$ cat src/design/vts_pkg.sv
`default_nettype none
package vts_pkg;
  localparam int Depth = 64;
  localparam int ValueWidth = 32;
  localparam int IdxW = $clog2(Depth);
  localparam int CntW = $clog2(Depth + 1);
  localparam int QDepth = 2;
  localparam int QPtrW = $clog2(QDepth);
  localparam int QCntW = $clog2(QDepth + 1);

  typedef enum logic [2:0] {
    REQ_APPEND = 3'd0,
    REQ_SEARCH = 3'd1,
    REQ_DUMP   = 3'd2,
    REQ_RANGE  = 3'd3,
    REQ_SORTED = 3'd4
  } req_t;

  typedef enum logic [1:0] {
    ST_OK       = 2'd0,
    ST_FULL     = 2'd1,
    ST_NOTFOUND = 2'd2,
    ST_NONE     = 2'd3
  } status_t;

  typedef struct packed {
    logic [2:0]            req_type;
    logic [ValueWidth-1:0] value;
    logic [ValueWidth-1:0] range_low;
    logic [ValueWidth-1:0] range_high;
  } cmd_t;

  typedef struct packed {
    logic [ValueWidth-1:0] out_value;
    logic [IdxW-1:0]       out_index;
    logic [1:0]            status;
    logic                  last;
  } res_t;

  typedef enum logic [2:0] {
    BK_IDLE,
    BK_READ,
    BK_EVAL,
    BK_EMIT,
    BK_DONE
  } bk_state_t;
endpackage
`default_nettype wire

$ cat src/design/vts_if.sv
`default_nettype none
interface vts_req_if;
  logic                                 valid;
  logic                                 ready;
  logic [2:0]                           req_type;
  logic signed [vts_pkg::ValueWidth-1:0] value;
  logic signed [vts_pkg::ValueWidth-1:0] range_low;
  logic signed [vts_pkg::ValueWidth-1:0] range_high;
  modport source (output valid, req_type, value, range_low, range_high, input ready);
  modport sink (input valid, req_type, value, range_low, range_high, output ready);
endinterface

interface vts_res_if;
  logic                                 valid;
  logic                                 ready;
  logic signed [vts_pkg::ValueWidth-1:0] out_value;
  logic [vts_pkg::IdxW-1:0]             out_index;
  logic [1:0]                           status;
  logic                                 last;
  modport source (output valid, out_value, out_index, status, last, input ready);
  modport sink (input valid, out_value, out_index, status, last, output ready);
endinterface
`default_nettype wire

$ cat src/design/vts_front.sv
`default_nettype none
module vts_front (
  input  wire logic         clk,
  input  wire logic         rst_n,
  vts_req_if.sink           in_ch,
  output vts_pkg::cmd_t     q_data,
  output logic              q_valid,
  input  wire logic         q_pop
);
  import vts_pkg::*;

  cmd_t             mem_r [QDepth];
  logic [QPtrW-1:0] wp_r, rp_r;
  logic [QCntW-1:0] cnt_r;
  logic             known;
  logic             push;

  assign known = (in_ch.req_type <= 3'(REQ_SORTED));
  assign in_ch.ready = (cnt_r != QCntW'(QDepth));
  assign push = in_ch.valid && in_ch.ready && known;
  assign q_valid = (cnt_r != '0);
  assign q_data = mem_r[rp_r];

  always_ff @(posedge clk) begin
    if (push) begin
      mem_r[wp_r] <= '{in_ch.req_type, in_ch.value, in_ch.range_low, in_ch.range_high};
    end
    if (!rst_n) begin
      wp_r  <= '0;
      rp_r  <= '0;
      cnt_r <= '0;
    end else begin
      if (push) wp_r <= wp_r + QPtrW'(1);
      if (q_pop) rp_r <= rp_r + QPtrW'(1);
      cnt_r <= cnt_r + QCntW'(push) - QCntW'(q_pop);
    end
  end
endmodule
`default_nettype wire

$ cat src/design/vts_back.sv
`default_nettype none
module vts_back (
  input  wire logic         clk,
  input  wire logic         rst_n,
  input  vts_pkg::cmd_t     q_data,
  input  wire logic         q_valid,
  output logic              q_pop,
  vts_res_if.source         out_ch
);
  import vts_pkg::*;

  logic [ValueWidth-1:0] store_r [Depth];
  logic [CntW-1:0]       count_r;
  bk_state_t             st_r, st_nxt;
  cmd_t                  cmd_r;
  logic [CntW-1:0]       i_r;
  logic [ValueWidth-1:0] rd_r;
  logic [CntW-1:0]       emitted_r;
  // sorted dump: previous emitted key and index, best candidate so far
  logic [ValueWidth-1:0] pk_r;
  logic [IdxW-1:0]       pi_r;
  logic                  have_prev_r;
  logic [ValueWidth-1:0] bk_r;
  logic [ValueWidth-1:0] bv_r;
  logic [IdxW-1:0]       bi_r;
  logic                  have_best_r;
  // dump and range hold one pending result so the final one can carry last
  res_t                  pend_r;
  logic                  pend_v_r;
  res_t                  res_r;
  logic                  ov_r;

  logic [ValueWidth-1:0] msb;
  logic [ValueWidth-1:0] key, klo, khi;
  logic                  is_append, is_search, is_range, is_sorted;
  logic                  hit;
  logic                  after_prev, better;
  logic                  scan_over;
  logic                  out_free;
  logic                  emit_fire;
  logic                  last_round;
  logic [CntW-1:0]       i_inc, emitted_inc;
  res_t                  cur_res, emit_res, done_res;

  assign is_append = (cmd_r.req_type == 3'(REQ_APPEND));
  assign is_search = (cmd_r.req_type == 3'(REQ_SEARCH));
  assign is_range  = (cmd_r.req_type == 3'(REQ_RANGE));
  assign is_sorted = (cmd_r.req_type == 3'(REQ_SORTED));

  assign msb = {1'b1, {(ValueWidth-1){1'b0}}};
  assign key = rd_r ^ msb;
  assign klo = cmd_r.range_low ^ msb;
  assign khi = cmd_r.range_high ^ msb;
  assign hit = is_search ? (rd_r == cmd_r.value) :
               is_range  ? ((key >= klo) && (key <= khi)) : 1'b1;
  assign after_prev = !have_prev_r || key > pk_r ||
                      (key == pk_r && i_r[IdxW-1:0] > pi_r);
  assign better = !have_best_r || key < bk_r;
  assign scan_over = (i_r >= count_r);
  assign out_free = !ov_r || out_ch.ready;
  assign i_inc = i_r + CntW'(1);
  assign emitted_inc = emitted_r + CntW'(1);
  assign last_round = (emitted_inc >= count_r);
  assign emit_fire = out_free && (st_r == BK_EMIT || st_r == BK_DONE);

  always_comb begin
    cur_res = '0;
    cur_res.out_value = rd_r;
    cur_res.out_index = i_r[IdxW-1:0];
    cur_res.status = ST_OK;
  end

  // search hit, or the pending dump/range result that a newer hit pushes out
  always_comb begin
    emit_res = pend_r;
    if (is_search) begin
      emit_res = cur_res;
      emit_res.out_value = cmd_r.value;
      emit_res.last = 1'b1;
    end
  end

  // result at the end of a scan, or of an append
  always_comb begin
    done_res = '0;
    done_res.last = 1'b1;
    if (is_append) begin
      done_res.out_value = cmd_r.value;
      if (count_r >= CntW'(Depth)) begin
        done_res.status = ST_FULL;
      end else begin
        done_res.out_index = count_r[IdxW-1:0];
        done_res.status = ST_OK;
      end
    end else if (is_search) begin
      done_res.out_value = cmd_r.value;
      done_res.status = ST_NOTFOUND;
    end else if (is_sorted) begin
      if (have_best_r) begin
        done_res.out_value = bv_r;
        done_res.out_index = bi_r;
        done_res.status = ST_OK;
        done_res.last = last_round;
      end else begin
        done_res.status = ST_NONE;
      end
    end else begin
      if (pend_v_r) begin
        done_res = pend_r;
        done_res.last = 1'b1;
      end else begin
        done_res.status = ST_NONE;
      end
    end
  end

  always_comb begin
    st_nxt = st_r;
    unique case (st_r)
      BK_IDLE: begin
        if (q_valid) st_nxt = (q_data.req_type == 3'(REQ_APPEND)) ? BK_DONE : BK_READ;
      end
      BK_READ: st_nxt = scan_over ? BK_DONE : BK_EVAL;
      BK_EVAL: begin
        if (!is_sorted && hit && (is_search || pend_v_r)) st_nxt = BK_EMIT;
        else st_nxt = BK_READ;
      end
      BK_EMIT: begin
        if (out_free) st_nxt = is_search ? BK_IDLE : BK_READ;
      end
      BK_DONE: begin
        if (out_free) begin
          st_nxt = (is_sorted && have_best_r && !last_round) ? BK_READ : BK_IDLE;
        end
      end
      default: st_nxt = BK_IDLE;
    endcase
  end

  always_comb begin
    q_pop = (st_r == BK_IDLE) && q_valid;
  end

  assign out_ch.valid = ov_r;
  assign out_ch.out_value = res_r.out_value;
  assign out_ch.out_index = res_r.out_index;
  assign out_ch.status = res_r.status;
  assign out_ch.last = res_r.last;

  always_ff @(posedge clk) begin
    if (st_r == BK_READ) rd_r <= store_r[i_r[IdxW-1:0]];
    if (st_r == BK_DONE && out_free && is_append && count_r < CntW'(Depth)) begin
      store_r[count_r[IdxW-1:0]] <= cmd_r.value;
    end
  end

  always_ff @(posedge clk) begin
    if (emit_fire) begin
      res_r <= (st_r == BK_EMIT) ? emit_res : done_res;
    end
    unique case (st_r)
      BK_IDLE: begin
        if (q_valid) begin
          cmd_r <= q_data;
          i_r <= '0;
          emitted_r <= '0;
          have_prev_r <= 1'b0;
          have_best_r <= 1'b0;
          pend_v_r <= 1'b0;
        end
      end
      BK_EVAL: begin
        if (is_sorted) begin
          if (after_prev && better) begin
            bk_r <= key;
            bv_r <= rd_r;
            bi_r <= i_r[IdxW-1:0];
            have_best_r <= 1'b1;
          end
          i_r <= i_inc;
        end else if (!hit) begin
          i_r <= i_inc;
        end else if (!is_search && !pend_v_r) begin
          pend_r <= cur_res;
          pend_v_r <= 1'b1;
          i_r <= i_inc;
        end
      end
      BK_EMIT: begin
        if (out_free && !is_search) begin
          pend_r <= cur_res;
          i_r <= i_inc;
        end
      end
      BK_DONE: begin
        if (out_free && is_sorted) begin
          pk_r <= bk_r;
          pi_r <= bi_r;
          have_prev_r <= 1'b1;
          have_best_r <= 1'b0;
          emitted_r <= emitted_inc;
          i_r <= '0;
        end
      end
      default: ;
    endcase
  end

  always_ff @(posedge clk) begin
    if (!rst_n) begin
      st_r <= BK_IDLE;
      count_r <= '0;
      ov_r <= 1'b0;
    end else begin
      st_r <= st_nxt;
      ov_r <= emit_fire || (ov_r && !out_ch.ready);
      if (st_r == BK_DONE && out_free && is_append && count_r < CntW'(Depth)) begin
        count_r <= count_r + CntW'(1);
      end
    end
  end
endmodule
`default_nettype wire

$ cat src/design/value_table_search_range_sort.sv
`default_nettype none
// channel   dir  fields
// in_ch     in   req_type value range_low range_high
// out_ch    out  out_value out_index status last
// a request is registered in the queue before the back end takes it; an append
// result passes through the queue, the done state and the output register
// scans step through the stored entries (registered read, then compare) and
// emit each result from its own state; a sorted dump makes one full scan for every result
// synchronous reset empties the table; stored values are not cleared
// a full output register holds the back end; the two-entry request queue
// keeps the input open until it fills
module value_table_search_range_sort (
  input  wire logic clk,
  input  wire logic rst_n,
  vts_req_if.sink   in_ch,
  vts_res_if.source out_ch
);
  import vts_pkg::*;

  cmd_t q_data;
  logic q_valid, q_pop;

  vts_front u_front (
    .clk, .rst_n, .in_ch, .q_data, .q_valid, .q_pop
  );

  vts_back u_back (
    .clk, .rst_n, .q_data, .q_valid, .q_pop, .out_ch
  );
endmodule
`default_nettype wire
$ cat src/flat_wrapper.sv
// flat-port wrapper written by rule: the top's interface ports become plain ports
module value_table_search_range_sort_flat import vts_pkg::*;
  (clk, rst_n, in_ch_valid, in_ch_req_type, in_ch_value, in_ch_range_low, in_ch_range_high, in_ch_ready, out_ch_valid, out_ch_out_value, out_ch_out_index, out_ch_status, out_ch_last, out_ch_ready);
  vts_req_if in_ch_i ();
  vts_res_if out_ch_i ();
  input  wire logic clk;
  input  wire logic rst_n;
  input wire logic [$bits(in_ch_i.valid)-1:0] in_ch_valid;
  input wire logic [$bits(in_ch_i.req_type)-1:0] in_ch_req_type;
  input wire logic [$bits(in_ch_i.value)-1:0] in_ch_value;
  input wire logic [$bits(in_ch_i.range_low)-1:0] in_ch_range_low;
  input wire logic [$bits(in_ch_i.range_high)-1:0] in_ch_range_high;
  output wire logic [$bits(in_ch_i.ready)-1:0] in_ch_ready;
  output wire logic [$bits(out_ch_i.valid)-1:0] out_ch_valid;
  output wire logic [$bits(out_ch_i.out_value)-1:0] out_ch_out_value;
  output wire logic [$bits(out_ch_i.out_index)-1:0] out_ch_out_index;
  output wire logic [$bits(out_ch_i.status)-1:0] out_ch_status;
  output wire logic [$bits(out_ch_i.last)-1:0] out_ch_last;
  input wire logic [$bits(out_ch_i.ready)-1:0] out_ch_ready;
  assign in_ch_i.valid = in_ch_valid;
  assign in_ch_i.req_type = in_ch_req_type;
  assign in_ch_i.value = in_ch_value;
  assign in_ch_i.range_low = in_ch_range_low;
  assign in_ch_i.range_high = in_ch_range_high;
  assign in_ch_ready = in_ch_i.ready;
  assign out_ch_valid = out_ch_i.valid;
  assign out_ch_out_value = out_ch_i.out_value;
  assign out_ch_out_index = out_ch_i.out_index;
  assign out_ch_status = out_ch_i.status;
  assign out_ch_last = out_ch_i.last;
  assign out_ch_i.ready = out_ch_ready;
  value_table_search_range_sort u_core (.clk(clk), .rst_n(rst_n), .in_ch(in_ch_i), .out_ch(out_ch_i));
endmodule
$ cat config.mk
export PLATFORM = sky130hd
export DESIGN_NAME = value_table_search_range_sort_flat
export DESIGN_NICKNAME = d
export VERILOG_FILES = /design/src/design/vts_pkg.sv /design/src/design/vts_if.sv /design/src/design/vts_front.sv /design/src/design/vts_back.sv /design/src/design/value_table_search_range_sort.sv /design/src/flat_wrapper.sv
export SDC_FILE = /design/constraint.sdc
export NUM_CORES = 2
export LEC_CHECK = 0
export BUFFER_PORTS_ARGS = -buffer_cell sky130_fd_sc_hd__buf_2
export CAP_MARGIN = 20
export CORE_MARGIN = 2
export CORE_UTILIZATION = 35
export CTS_BUF_LIST = sky130_fd_sc_hd__clkbuf_8
export DETAILED_ROUTE_END_ITERATION = 7
export HOLD_SLACK_MARGIN = 0.15
export PLACE_DENSITY = 0.51
export SYNTH_ARGS = -nofsm -noshare
export SYNTH_HDL_FRONTEND = slang
export SYNTH_SLANG_ARGS = --single-unit
$ cat constraint.sdc
create_clock -name clk -period 16.5 [get_ports clk]
set_input_delay 2.475 -clock clk [delete_from_list [all_inputs] [get_ports clk]]
set_output_delay 2.475 -clock clk [all_outputs]
set_load 0.03 [all_outputs]
==> reports/results.md <==
| Result | This run |
|---|---|
| Result of the run | finished clean |
| Final setup violation count | 0 |
| Highest achievable clock rate | 192 MHz |
| Clock edge transition at the registers on the reported setup and hold paths | 60 ps |
| H-Tree Level Count | 5 |
| Number of nets in the layout | 5,270 |
| Detail Route Antenna Nets | 0 |
| Reg-to-Reg End | u_core.u_back.rd_r[21] |
| Initial antenna violation count | 21 |
| Setup repair bufs after CTS | 0 |
| Clock sink count | 2,566 |
| Flip-flop and latch count after synthesis | 2,566 |
| Total routing resource utilization after global routing | 18.3% |
| Number of placed instances with taps included | 8,351 |
| Max-cap violations | 0 |
| Fraction of power consumed by the clock network | 26.6% |
| Avg Synthesized Cell Area | 22.4 um^2 |
| Die W | 539 um |
| Layout-stage area growth over the synthesis result | 14.2% |
| Relative max-transition margin | 24.3% |
| Hold EP | u_core.u_back.pk_r[31] |
| Global routing usage on met2 | 29.7% |
| Cells after synthesis | 4,475 |
| Worst Min Path Start | u_core.u_back.bk_r[31] |
| Power spent charging and discharging nets | 6380 uW |
| Top library cells by usage in the layout, fill and taps aside | sky130_fd_sc_hd__edfxtp_1, sky130_fd_sc_hd__mux4_2, sky130_fd_sc_hd__clkbuf_8 |
| Top flip-flop cell by instance count after synthesis | sky130_fd_sc_hd__edfxtp_1 |
| Worst-case vdd ir drop | 0.158 mV |
| Average vias per placed instance | 5.29 |
| PwrDens | 170 mW/mm^2 |
| Met1 layer usage reported by global route | 25.8% |
| Worst Path Max Fanout | 69 |
| Number of cell instances on the worst register-to-register path | 7 |
| Data arrival at the endpoint of the critical path | 5930 ps |
| Post-synth ARST share | 0% |
| Post-synthesis sequential area ratio | 76.8% |
| Total die area | 0.290 mm^2 |
| Number of iterations in the first detailed-routing pass | 5 |
| Capturing element type of the critical path | flip-flop |
| Path category of the worst min-delay check | flip-flop to flip-flop |
| Post-layout instance count excluding filler cells | 9,112 |
| Via count of the first global-routing pass | 49,412 |
| Unrepaired setup endpoints after global routing | no |
| TNS Setup | 0 ps |
| Tcrit/Tclk final | 31.6% |
| Worst-Skew Late Latency | 1000 ps |
| Int Pwr | 13,100 uW |
| Count of pins over their slew limit | 0 |
| Number of warnings printed during yosys synthesis | 0 |
| Post-cts hold buffer count | 0 |
| Slew at the pin closest to its max-slew limit | 1130 ps |
| Final Hold Violating Endpoints | 0 |
| Sequential power share | 43.6% |
| Clock tree from TritonCTS | yes |
| I/O pin count | 146 |
| Max Clock Skew | 69.9 ps |
| Maximum number of pins on one net before global-route repair | 126 |
| Count of port buffers added during placement | 145 |
| Vertical die dimension | 539 um |
| Final routed wire length divided by cell count | 29.6 um |
| DP HPWL | 160 mm |
| Clock root cell | sky130_fd_sc_hd__clkbuf_8 |
| Fraction of layout instances using a drive strength above 1 | 31.2% |
| Number of enable-type register cells in the synthesized netlist | 2,550 |
| Minimum setup slack among reg-to-reg paths | 11,290 ps |
| Core occupancy in the finished layout | 40.2% |
| Netlist area before placement | 0.100 mm^2 |
| Tmin final | 5210 ps |
| Library cells used by synthesis | 57 |
| Crit path kind | flip-flop to flip-flop |
| Effective utilization at floorplan | 35.2% |
| DRC violation count after routing | 0 |
| Rows | 196 |
| CTS max path bufs | 4 |
| Core Footprint | 0.285 mm^2 |
| Worst reg2reg path startpoint | u_core.u_back.i_r[0] |
| Most common cell after layout, fill and taps aside | sky130_fd_sc_hd__edfxtp_1 |
| Net Count, Synth | 4,731 |
| Post-cts resize count | 0 |
| Critical Path RT | 17,220 ps |
| Routed via count | 48,162 |
| Met3 Resource Use GR | 2.81% |
| Hold path depth | 0 |
| Global placer's final weighted congestion | 0.797 |
| Global-route wire length before repair | 379 mm |
| Most Crowded Layer GR | met2 |
| Share of power burned in combinational logic | 29.7% |
| Switching share of power | 32.7% |
| Total Routed Length | 270 mm |
| Gr ovfl total | 0 |
| Leakage power | 0.0368 uW |
| Kind of start point of the critical path | flip-flop |
| Total CTS buffers | 422 |
| Number of DRC violations after detailed-routing iteration 0 | 4,902 |
## worst max-delay path, cell delays in order (launching register included)
cell and delay [ps]:
sky130_fd_sc_hd__edfxtp_1 370, sky130_fd_sc_hd__buf_12 420, sky130_fd_sc_hd__buf_4 680, sky130_fd_sc_hd__buf_4 660, sky130_fd_sc_hd__buf_4 840, sky130_fd_sc_hd__mux4_2 600, sky130_fd_sc_hd__mux4_2 610, sky130_fd_sc_hd__mux4_2 500
## how the worst max path moves through the flow
stage / from / end / slack (ps) / cells after the start
6_report: u_core.u_back.i_r[0] / u_core.u_back.rd_r[21] / 11290 / 7
5_1_grt: u_core.u_back.i_r[0] / u_core.u_back.rd_r[21] / 10870 / 7
4_1_cts: u_core.u_back.i_r[0] / u_core.u_back.rd_r[23] / 11150 / 7
3_5_place_dp: out_ch_ready / u_core.u_back.store_r[16][24] / 10810 / 6
3_3_place_gp: out_ch_ready / u_core.u_back.store_r[16][25] / 10850 / 6
2_1_floorplan: u_core.u_back.st_r[1] / u_core.u_front.cnt_r[1] / 4170 / 8
## flip-flops by register name (all words and copies together), names as in the netlist, 2 cells and up, named ones only
register	count
u_core.u_back.bi_r	6
u_core.u_back.bk_r	32
u_core.u_back.cmd_r	99
u_core.u_back.count_r	7
u_core.u_back.emitted_r	7
u_core.u_back.i_r	7
u_core.u_back.out_ch.out_index	6
u_core.u_back.out_ch.out_value	32
u_core.u_back.out_ch.status	2
u_core.u_back.pend_r	38
u_core.u_back.pi_r	6
u_core.u_back.pk_r	32
u_core.u_back.rd_r	32
u_core.u_back.st_r	3
u_core.u_back.store_r	2048
u_core.u_front.cnt_r	2
u_core.u_front.mem_r	198
## power by group through the flow
stage | combinational, uW | clock, uW | sequential, uW
after floorplan | 3310 | 0 | 8840
after global placement | 5840 | 0 | 8620
after detailed placement | 5900 | 0 | 8620
after CTS | 5910 | 5340 | 8490
after global routing | 6190 | 5610 | 8510
final | 5800 | 5190 | 8500
## Yosys cell counts, types with 2 or more instances
cell,count,area (um^2)
sky130_fd_sc_hd__o21a_1,5,37.5
sky130_fd_sc_hd__mux4_2,672,15100
sky130_fd_sc_hd__a22oi_1,6,45.0
sky130_fd_sc_hd__nand3_1,29,145
sky130_fd_sc_hd__o31ai_1,4,30.0
sky130_fd_sc_hd__nor2b_1,8,50.1
sky130_fd_sc_hd__buf_1,23,86.3
sky130_fd_sc_hd__o221ai_1,6,52.6
sky130_fd_sc_hd__mux2i_1,6,60.1
sky130_fd_sc_hd__xnor2_1,10,87.6
sky130_fd_sc_hd__o211ai_1,3,22.5
sky130_fd_sc_hd__nand2b_1,8,50.1
sky130_fd_sc_hd__and3_1,4,25.0
sky130_fd_sc_hd__nor2_1,148,556
sky130_fd_sc_hd__xor2_1,40,350
sky130_fd_sc_hd__a21oi_1,82,410
sky130_fd_sc_hd__a31oi_1,4,25.0
sky130_fd_sc_hd__and2_1,15,93.8
sky130_fd_sc_hd__or4_1,2,15.0
sky130_fd_sc_hd__ha_1,153,1910
sky130_fd_sc_hd__nand2_1,54,203
sky130_fd_sc_hd__a221oi_1,10,87.6
sky130_fd_sc_hd__a21o_1,39,293
sky130_fd_sc_hd__nand4_1,29,181
sky130_fd_sc_hd__dfxtp_1,16,320
sky130_fd_sc_hd__buf_4,13,97.6
sky130_fd_sc_hd__o21ai_0,35,175
sky130_fd_sc_hd__a211oi_1,7,52.6
sky130_fd_sc_hd__nor3_1,15,75.1
sky130_fd_sc_hd__clkbuf_1,128,480
sky130_fd_sc_hd__edfxtp_1,2550,76600
sky130_fd_sc_hd__mux2_2,100,1130
sky130_fd_sc_hd__o22ai_1,31,194
sky130_fd_sc_hd__inv_1,144,541
sky130_fd_sc_hd__nor4_1,15,93.8
sky130_fd_sc_hd__or3_1,2,12.5
sky130_fd_sc_hd__o41ai_1,2,17.5
sky130_fd_sc_hd__a2111oi_0,4,35.0
sky130_fd_sc_hd__buf_2,31,155
sky130_fd_sc_hd__a211o_1,3,26.3
sky130_fd_sc_hd__a221o_1,2,20.0
sky130_fd_sc_hd__o31a_1,2,17.5
## logic make-up (layout without fill, tap and decap cells)
group	count (synthesis)	in the layout	share of synthesized area, %
XOR/XNOR	50	50	0.437
adder cells (fa/ha/maj)	153	153	1.91
multiplexers	778	778	16.3
AND/OR/NAND/NOR	337	337	1.57
flip-flops	2566	2566	76.8
other	0	6	0
AO/OA/AOI/OAI	251	251	1.59
buffers and inverters	340	1209	1.37
## per-stage QoR
step	cell area, um^2	total power, uW	hold slack (ps)	setup WS (ps)
after floorplan	100000	12200	426	4170
after detailed placement	107000	14500	444	10810
after CTS	114000	19700	454	11150
final	114000	19500	457	11290
after global routing	114000	20300	462	10870
after global placement	107000	14500	434	10850
## layer usage
metal,part of all wire (%),routed length (um)
met4,2.2,5860
met3,5.8,15800
met2,48,130000
met1,44,118000
met5,0.0085,23
## layout make-up
class | count | area (um^2)
diodes | 6 | 15.0
clock buffers | 430 | 5920
clock inverters | 324 | 1790
fillers | 25248 | 170000
inverters | 144 | 541
multi-input cells | 1569 | 22400
flip-flops and latches | 2566 | 76900
well taps | 3762 | 4710
repair buffers | 311 | 2070
Note: power is estimated with default switching activity, not from simulation.
